===== src/rtl/sdsb_pkg.sv =====
// Shared types and constants for the stereo dual shelf biquad core.
// No dependencies; imported by stereo_dual_shelf_biquad_core.
package sdsb_pkg;

  // Defaults for the top level parameters
  localparam int CHANNELS_DEF       = 2;
  localparam int SAMPLE_BITS_DEF    = 24;
  localparam int COEF_FRAC_BITS_DEF = 20;

  // Fixed formats of the ports and coefficient registers
  localparam int PORT_SAMPLE_BITS = 24;
  localparam int COEF_BITS        = 24;
  localparam int CFG_DATA_BITS    = 48;
  localparam int CFG_INDEX_BITS   = 3;
  localparam int NUM_TERMS        = 5;
  localparam int NUM_SECTIONS     = 2;

  // 1.0 in Q3.20, the reset value of b0 in both sections
  localparam logic [COEF_BITS-1:0] COEF_UNITY = 24'h100000;

  // Coefficient slots within a section
  localparam int TERM_B0 = 0;
  localparam int TERM_B1 = 1;
  localparam int TERM_B2 = 2;
  localparam int TERM_A1 = 3;
  localparam int TERM_A2 = 4;

  typedef enum logic [CFG_INDEX_BITS-1:0] {
    REG_LOW_B0_B1  = 3'd0,
    REG_LOW_B2_A1  = 3'd1,
    REG_LOW_A2     = 3'd2,
    REG_HIGH_B0_B1 = 3'd3,
    REG_HIGH_B2_A1 = 3'd4,
    REG_HIGH_A2    = 3'd5
  } cfg_reg_t;

  typedef enum logic [2:0] {
    ST_IDLE,
    ST_LOAD,
    ST_MAC,
    ST_ROUND,
    ST_EMIT
  } state_t;

endpackage


===== src/rtl/stereo_dual_shelf_biquad_core.sv =====
// Stereo low shelf + high shelf biquad cascade with bit-serial multiply-accumulate.
// Depends on sdsb_pkg (types, register indexes, format constants).

// Each accepted item runs two direct-form-I sections one after the other.
// A section loads the coefficient shift registers, then walks the
// coefficient bits (all five products accumulated in parallel, one
// coefficient bit per cycle), then rounds, saturates and updates the channel
// history. The serial coefficient walk takes most of an item's time. A new
// item is accepted only after the previous result has moved into the output
// register, which waits while that register is full and not taken. An item
// whose channel is at or beyond CHANNELS gives a zero result and leaves all
// history alone. The result sits in an output register, so a new item can be
// taken while the previous result still waits. Coefficients must be written by
// the user only while idle; the block itself does not enforce this.
module stereo_dual_shelf_biquad_core #(
  parameter int CHANNELS       = sdsb_pkg::CHANNELS_DEF,
  parameter int SAMPLE_BITS    = sdsb_pkg::SAMPLE_BITS_DEF,
  parameter int COEF_FRAC_BITS = sdsb_pkg::COEF_FRAC_BITS_DEF
) (
  input  logic                                        clk,
  input  logic                                        rst_n,
  input  logic                                        in_valid,
  output logic                                        in_ready,
  input  logic signed [sdsb_pkg::PORT_SAMPLE_BITS-1:0] in_sample_in,
  input  logic                                        in_channel,
  output logic                                        out_valid,
  input  logic                                        out_ready,
  output logic signed [sdsb_pkg::PORT_SAMPLE_BITS-1:0] out_sample_out,
  input  logic                                        cfg_we,
  input  logic        [sdsb_pkg::CFG_INDEX_BITS-1:0]   cfg_index,
  input  logic        [sdsb_pkg::CFG_DATA_BITS-1:0]    cfg_wdata
);
  import sdsb_pkg::*;

  localparam int SB    = SAMPLE_BITS;
  localparam int PB    = PORT_SAMPLE_BITS;
  localparam int CB    = COEF_BITS;
  localparam int CHW   = (CHANNELS > 1) ? $clog2(CHANNELS) : 1;
  localparam int CNTW  = $clog2(CB);
  localparam int DW    = SB + 1;          // data term, room for negated sample
  localparam int PW    = SB + 4;          // sum of five gated data terms
  localparam int HW    = SB + 5;          // high part of the accumulator
  localparam int ACC_W = HW + CB;

  localparam logic signed [ACC_W-1:0] Y_MAX = {{(ACC_W-SB+1){1'b0}}, {(SB-1){1'b1}}};
  localparam logic signed [ACC_W-1:0] Y_MIN = ~Y_MAX;
  localparam logic signed [ACC_W-1:0] RND   = ACC_W'(1) << (COEF_FRAC_BITS - 1);

  state_t state_r, state_nxt;

  logic signed [CB-1:0] coef_r [NUM_SECTIONS][NUM_TERMS];
  logic        [CB-1:0] csh_r  [NUM_TERMS];
  logic        [CB-1:0] csh_nxt[NUM_TERMS];

  logic signed [SB-1:0] hx1_r [CHANNELS][NUM_SECTIONS];
  logic signed [SB-1:0] hx2_r [CHANNELS][NUM_SECTIONS];
  logic signed [SB-1:0] hy1_r [CHANNELS][NUM_SECTIONS];
  logic signed [SB-1:0] hy2_r [CHANNELS][NUM_SECTIONS];

  logic signed [HW-1:0]   h_r, h_nxt;
  logic        [CB-1:0]   l_r, l_nxt;
  logic        [CNTW-1:0] cnt_r, cnt_nxt;
  logic        [CHW-1:0]  ch_r, ch_nxt;
  logic                   sec_r, sec_nxt;
  logic signed [SB-1:0]   x_r, x_nxt;
  logic signed [SB-1:0]   y_r, y_nxt;
  logic                   out_valid_r, out_valid_nxt;
  logic signed [PB-1:0]   out_sample_r, out_sample_nxt;

  logic signed [SB-1:0]    x_in;
  logic signed [PB-1:0]    y_out;
  logic                    ch_ok;
  logic                    hist_we;
  logic                    out_load;
  logic                    mac_last;
  logic signed [DW-1:0]    dterm [NUM_TERMS];
  logic signed [PW-1:0]    psum;
  logic signed [HW-1:0]    tsum;
  logic signed [ACC_W-1:0] acc_full, acc_rnd, acc_sh;
  logic signed [SB-1:0]    y_new;

  // Input sample is its low SAMPLE_BITS bits as signed; zero-extended if wider than the port
  generate
    if (SB <= PB) begin : g_in_narrow
      assign x_in = in_sample_in[SB-1:0];
    end else begin : g_in_wide
      assign x_in = {{(SB-PB){1'b0}}, in_sample_in};
    end
    if (SB >= PB) begin : g_out_narrow
      assign y_out = y_r[PB-1:0];
    end else begin : g_out_wide
      assign y_out = {{(PB-SB){y_r[SB-1]}}, y_r};
    end
  endgenerate

  assign ch_ok    = 32'(in_channel) < CHANNELS;
  assign mac_last = (cnt_r == CNTW'(CB - 1));

  // Data terms; feedback terms enter negated so every product is added
  always_comb begin
    dterm[TERM_B0] = DW'(x_r);
    dterm[TERM_B1] = DW'(hx1_r[ch_r][sec_r]);
    dterm[TERM_B2] = DW'(hx2_r[ch_r][sec_r]);
    dterm[TERM_A1] = -DW'(hy1_r[ch_r][sec_r]);
    dterm[TERM_A2] = -DW'(hy2_r[ch_r][sec_r]);
  end

  always_comb begin
    psum = '0;
    for (int k = 0; k < NUM_TERMS; k++) begin
      if (csh_r[k][0]) begin
        psum = psum + PW'(dterm[k]);
      end
    end
    // coefficient sign bit carries negative weight
    tsum = mac_last ? (h_r - HW'(psum)) : (h_r + HW'(psum));
  end

  // Round half up, drop the fraction bits, clamp to the sample range
  always_comb begin
    acc_full = $signed({h_r, l_r});
    acc_rnd  = acc_full + RND;
    acc_sh   = acc_rnd >>> COEF_FRAC_BITS;
    if (acc_sh > Y_MAX) begin
      y_new = Y_MAX[SB-1:0];
    end else if (acc_sh < Y_MIN) begin
      y_new = Y_MIN[SB-1:0];
    end else begin
      y_new = acc_sh[SB-1:0];
    end
  end

  always_comb begin
    state_nxt = state_r;
    h_nxt     = h_r;
    l_nxt     = l_r;
    cnt_nxt   = cnt_r;
    ch_nxt    = ch_r;
    sec_nxt   = sec_r;
    x_nxt     = x_r;
    y_nxt     = y_r;
    csh_nxt   = csh_r;
    in_ready  = 1'b0;
    hist_we   = 1'b0;
    out_load  = 1'b0;
    unique case (state_r)
      ST_IDLE: begin
        in_ready = 1'b1;
        if (in_valid) begin
          ch_nxt  = CHW'(in_channel);
          x_nxt   = x_in;
          sec_nxt = 1'b0;
          if (ch_ok) begin
            state_nxt = ST_LOAD;
          end else begin
            y_nxt     = '0;
            state_nxt = ST_EMIT;
          end
        end
      end
      ST_LOAD: begin
        for (int k = 0; k < NUM_TERMS; k++) begin
          csh_nxt[k] = coef_r[sec_r][k];
        end
        h_nxt     = '0;
        l_nxt     = '0;
        cnt_nxt   = '0;
        state_nxt = ST_MAC;
      end
      ST_MAC: begin
        for (int k = 0; k < NUM_TERMS; k++) begin
          csh_nxt[k] = csh_r[k] >> 1;
        end
        h_nxt   = tsum >>> 1;
        l_nxt   = {tsum[0], l_r[CB-1:1]};
        cnt_nxt = cnt_r + CNTW'(1);
        if (mac_last) begin
          state_nxt = ST_ROUND;
        end
      end
      ST_ROUND: begin
        hist_we = 1'b1;
        y_nxt   = y_new;
        if (!sec_r) begin
          sec_nxt   = 1'b1;
          x_nxt     = y_new;
          state_nxt = ST_LOAD;
        end else begin
          state_nxt = ST_EMIT;
        end
      end
      ST_EMIT: begin
        if (!out_valid_r || out_ready) begin
          out_load  = 1'b1;
          state_nxt = ST_IDLE;
        end
      end
      default: state_nxt = ST_IDLE;
    endcase
  end

  always_comb begin
    out_valid_nxt  = out_valid_r;
    out_sample_nxt = out_sample_r;
    if (out_load) begin
      out_valid_nxt  = 1'b1;
      out_sample_nxt = y_out;
    end else if (out_ready) begin
      out_valid_nxt = 1'b0;
    end
  end

  always_ff @(posedge clk) begin
    if (!rst_n) begin
      state_r     <= ST_IDLE;
      out_valid_r <= 1'b0;
    end else begin
      state_r     <= state_nxt;
      out_valid_r <= out_valid_nxt;
    end
  end

  always_ff @(posedge clk) begin
    h_r          <= h_nxt;
    l_r          <= l_nxt;
    cnt_r        <= cnt_nxt;
    ch_r         <= ch_nxt;
    sec_r        <= sec_nxt;
    x_r          <= x_nxt;
    y_r          <= y_nxt;
    csh_r        <= csh_nxt;
    out_sample_r <= out_sample_nxt;
  end

  // Per channel, per section history
  always_ff @(posedge clk) begin
    if (!rst_n) begin
      for (int c = 0; c < CHANNELS; c++) begin
        for (int s = 0; s < NUM_SECTIONS; s++) begin
          hx1_r[c][s] <= '0;
          hx2_r[c][s] <= '0;
          hy1_r[c][s] <= '0;
          hy2_r[c][s] <= '0;
        end
      end
    end else if (hist_we) begin
      hx2_r[ch_r][sec_r] <= hx1_r[ch_r][sec_r];
      hx1_r[ch_r][sec_r] <= x_r;
      hy2_r[ch_r][sec_r] <= hy1_r[ch_r][sec_r];
      hy1_r[ch_r][sec_r] <= y_new;
    end
  end

  // Coefficient registers, section 0 is the low shelf
  always_ff @(posedge clk) begin
    if (!rst_n) begin
      for (int s = 0; s < NUM_SECTIONS; s++) begin
        for (int k = 0; k < NUM_TERMS; k++) begin
          coef_r[s][k] <= (k == TERM_B0) ? COEF_UNITY : '0;
        end
      end
    end else if (cfg_we) begin
      unique case (cfg_reg_t'(cfg_index))
        REG_LOW_B0_B1: begin
          coef_r[0][TERM_B0] <= cfg_wdata[2*CB-1:CB];
          coef_r[0][TERM_B1] <= cfg_wdata[CB-1:0];
        end
        REG_LOW_B2_A1: begin
          coef_r[0][TERM_B2] <= cfg_wdata[2*CB-1:CB];
          coef_r[0][TERM_A1] <= cfg_wdata[CB-1:0];
        end
        REG_LOW_A2: coef_r[0][TERM_A2] <= cfg_wdata[CB-1:0];
        REG_HIGH_B0_B1: begin
          coef_r[1][TERM_B0] <= cfg_wdata[2*CB-1:CB];
          coef_r[1][TERM_B1] <= cfg_wdata[CB-1:0];
        end
        REG_HIGH_B2_A1: begin
          coef_r[1][TERM_B2] <= cfg_wdata[2*CB-1:CB];
          coef_r[1][TERM_A1] <= cfg_wdata[CB-1:0];
        end
        REG_HIGH_A2: coef_r[1][TERM_A2] <= cfg_wdata[CB-1:0];
        default: ;
      endcase
    end
  end

  assign out_valid      = out_valid_r;
  assign out_sample_out = out_sample_r;

  // Only one item in flight
  a_one_item: assert property (@(posedge clk) disable iff (!rst_n)
    (in_valid && in_ready) |=> !in_ready)
    else $error("new item taken while one is in flight");

  // Rounding follows a full walk of the coefficient bits
  a_full_walk: assert property (@(posedge clk) disable iff (!rst_n)
    (state_r == ST_ROUND) |-> ($past(state_r) == ST_MAC && $past(cnt_r) == CNTW'(CB - 1)))
    else $error("section rounded before all coefficient bits were used");

  // A result appears only from the emit step
  a_result_src: assert property (@(posedge clk) disable iff (!rst_n)
    $rose(out_valid) |-> ($past(state_r) == ST_EMIT))
    else $error("result raised outside the emit step");

endmodule

===== config.mk =====
export PLATFORM = sky130hd
export DESIGN_NAME = stereo_dual_shelf_biquad_core
export DESIGN_NICKNAME = d
export VERILOG_FILES = /design/src/rtl/sdsb_pkg.sv /design/src/rtl/stereo_dual_shelf_biquad_core.sv
export SDC_FILE = /design/constraint.sdc
export NUM_CORES = 1
export LEC_CHECK = 0
export BUFFER_PORTS_ARGS = -buffer_cell sky130_fd_sc_hd__buf_4
export CAP_MARGIN = 20
export CORE_AREA = 2 2 364 366
export DETAILED_ROUTE_END_ITERATION = 8
export DIE_AREA = 0 0 366 368
export PLACE_DENSITY_LB_ADDON = 0.2
export SETUP_SLACK_MARGIN = 0.5
export SLEW_MARGIN = 25
export SYNTH_ARGS = -nofsm -noshare
export SYNTH_HDL_FRONTEND = slang
export SYNTH_SLANG_ARGS = --single-unit

===== constraint.sdc =====
create_clock -name clk -period 11.8 [get_ports clk]
set_clock_uncertainty 0.05 [all_clocks]
set_input_delay 0.59 -clock clk [delete_from_list [all_inputs] [get_ports clk]]
set_output_delay 0.59 -clock clk [all_outputs]
set_load 0.03 [all_outputs]

==> impl_metrics.yaml <==
status:
  status: "finished clean"
finish:
  fin_util_pct: 39.9
  regArea_um2: 25800
  layout-drive-gt1-share_pct: 14.6
  stdcell_count: 5736
  nets: 4124
  n_fill_cell: 12500
  area_growth_pct: 14.8
  multi_input_area_um2: 18900
logic_synthesis:
  synth_xor_xnor_area_share_pct: 3.11
  ys_seq_elements: 862
  synth_top_family_by_area: "simple AND/OR/NAND/NOR gates"
  syn_inst: 3813
  ys.warnings.count: 0
  syn_nets: 4037
  ys.flop_type: "edfxtp_1"
  ys_seq_area_share_pct: 56.8
  synth_compound_area_share_pct: 10.0
  synth_cell_types: 95
  synthSimpleGateAreaFrac_pct: 14.3
  synth_mux_area_share_pct: 8.92
  synth_area_um2: 45500
  synth.avg_cell_area_um2: 11.9
  synth_adder_area_share_pct: 4.04
  ys_async_sr_fraction_pct: 0
  synth_edf_count: 856
worst_setup_path:
  critPathMaxFanout: 11
  cp-end-kind: "register"
  required_ns: 12.32
  startpoint_type: "register"
  crit_slowest_cell: "or4_1"
  slowest_delay_ns: 0.64
  crit_arrival_ns: 11.52
  crit_path_frequent_cell: "ha_1"
  path_class: "reg -> reg"
power:
  power.internal_mw: 7.38
  comb_power_share_pct: 41.2
  power_leakage_nw: 19.8
  finalPower_mw: 11.7
  sw_frac_of_total_pct: 36.7
  vdd_drop_max_mv: 0.137
  pwr-share-seq_pct: 32.3
  p_sw_mw: 4.27
  power-per-cell-area_nw_per_um2: 223
  clkPwrFrac_pct: 26.5
route:
  dr.pass1.iters: 5
  drt_iter0_drc: 2214
  totalWireLength_mm: 126
  remaining_drc_errors: 0
  num_vias: 30100
  wl_per_cell_um: 21.9
  via_per_inst: 5.24
  antenna_left: 0
clocking:
  tritoncts: "built"
  clk_latency_ns: 0.72
  numCtsBuffers: 98
  ctsHtreeMaxLevel: 3
  clock-root-buffer: "clkbuf_16"
  cts.sinks: 862
  max-clock-path-buffers: 3
  clk_pin_slew_ns: 0.06
place:
  place.detailed.hpwl_mm: 80.5
  preCtsSetupSlack_ns: 0.438
  port_buffers: 106
  dp.cells: 5535
  place_congestion: 0.868
sta:
  setup_slack_ns: 0.805
  tns_ns: 0
  slew_headroom_pct: 33.9
  fmax_mhz: 90.9
  worst_slew_pin_slew_ns: 0.986
  final-hold-violation-count: 0
  grt_setup_unrepaired: "no"
  drv_slew: 0
  setup_viol: 0
  fin_crit_sh_pct: 93.2
  post-route-min-period_ns: 11.00
die:
  dieHeight_um: 368
  die_area_um2: 135000
  row_count: 133
  start_util_pct: 34.8
  die_w_um: 366
  core_area_um2: 131000
  ioPinCount: 107
global_routing:
  grt_usage_pct: 18.3
  grt_pass1_vias: 30100
  antenna_found_initial: 7
  grt_max_degree: 95
  overflow: 0
  grt_pass1_wl_mm: 189
min_path:
  hold_path_class: "in -> reg"
run:
  maxCapViolations: 0
sequential cells by signal, indices dropped and copies added (netlist names), 28 cells and up, named ones only:
name,count
csh_r,120
h_r,28
hy1_r,96
coef_r,240
hx1_r,96
hy2_r,96
hx2_r,96
cells in the mapped netlist, drive strengths merged (47+ instances only):
library cell | number | area share (%)
edfxtp | 856 | 57
nor2 | 338 | 2.8
nand2 | 302 | 2.5
and2 | 266 | 3.7
o21ai | 257 | 2.8
clkbuf | 179 | 1.5
mux2i | 171 | 3.8
a21oi | 146 | 1.6
and3 | 146 | 2.0
ha | 138 | 3.8
inv | 134 | 1.1
xnor2 | 88 | 1.7
mux4 | 87 | 4.3
xor2 | 71 | 1.4
a21o | 65 | 1.1
o21a | 47 | 0.78
cell families (layout without fill, tap and decap cells):
family          count (synthesis)  in the layout
fa+ha+maj                     144            144
flops                         862            862
compound gates                715            715
other cells                     0              1
mux                           291            291
buf+inv                       343            510
simple gates                 1298           1298
xor+xnor                      160            160
stage by stage:
| step | hold slack [ns] | instance area [um2] |
|---|---|---|
| global placement | 0.352 | 48400 |
| floorplan | 0.350 | 45500 |
| CTS | 0.0568 | 51700 |
| global route | 0.0874 | 52200 |
| detailed placement | 0.355 | 48400 |
| finish | 0.117 | 52200 |
power by group through the flow:
stage	clock (mW)	sequential, mW	combinational [mW]
after global placement	0	3.83	4.60
after detailed placement	0	3.83	4.60
after CTS	3.16	3.77	4.65
final	3.09	3.77	4.80
after floorplan	0	3.81	3.48
after global routing	3.26	3.79	5.31
layout make-up:
class                      count  share of cell area (%)
sequential                   862                    49.5
multi-input combinational   2608                    36.1
clock buffer                 114                    4.81
tap                         1755                    4.21
timing repair buffer         195                    3.03
clock inverter                66                    1.37
inverter                     135                   0.971
antenna                        1                 0.00479
repair_timing:
action / 4_1_cts / 5_1_grt
gates cloned: 0 / 1
pin swaps: 0 / 15
setup buffers: 0 / 17
endpoints found under the hold margin: 1 / 0
setup endpoints to repair: 1 / 7
gates resized for setup: 2 / 76
hold buffers: 1 / 0
worst paths after layout:
check,end,depth (start not counted),slack (ns),start
max reg2reg,h_r[27],41,0.80,register
min reg2reg,out_sample_out[21],0,0.36,y_out[21]
max,h_r[27],41,0.80,register
min,x_r[8],3,0.12,in_sample_in[8]
critical path, delay by kind of cell, from the launching register on:
kind	cells	cell delay [ns]
multiplexers	1	0.60
XOR/XNOR	3	0.44
AND/OR/NAND/NOR	14	3.90
AO/OA/AOI/OAI	15	3.33
flip-flops	1	0.41
adder cells (fa/ha/maj)	5	1.69
buffers and inverters	3	0.42
layer usage:
layer / track usage (%) / up-vias / part of all wire [%] / wire length, um
li1: - / 14300 / - / -
met1: 24.3 / 14900 / 45 / 56200
met2: 30.7 / 648 / 48 / 60100
met3: 2.98 / 182 / 4.8 / 6000
met4: 5.72 / 8 / 2.8 / 3530
met5: 0 / - / 0.042 / 53
cell usage in the layout (no fill, tap or decap), types with 12 or more instances in the layout:
| master | count |
|---|---|
| clkinv_1 | 21 |
| buf_4 | 185 |
| xor2_1 | 71 |
| nand2b_1 | 28 |
| nand3_1 | 45 |
| mux2i_1 | 169 |
| o21ai_0 | 232 |
| clkbuf_16 | 99 |
| xnor2_1 | 88 |
| o211ai_1 | 12 |
| nor2b_1 | 18 |
| mux2_2 | 31 |
| nor2_1 | 332 |
| edfxtp_1 | 856 |
| a211oi_1 | 15 |
| or3_1 | 21 |
| clkinv_2 | 23 |
| inv_1 | 132 |
| nor3_1 | 38 |
| a31oi_1 | 31 |
| nand4_1 | 29 |
| ha_1 | 121 |
| nand2_1 | 297 |
| and2_1 | 265 |
| ha_2 | 14 |
| mux4_2 | 87 |
| bufinv_16 | 12 |
| o21a_1 | 47 |
| clkbuf_1 | 16 |
| and3_1 | 146 |
| o21ai_1 | 12 |
| a21oi_1 | 137 |
| a21o_1 | 65 |
Power figures use the tool's default switching activity.
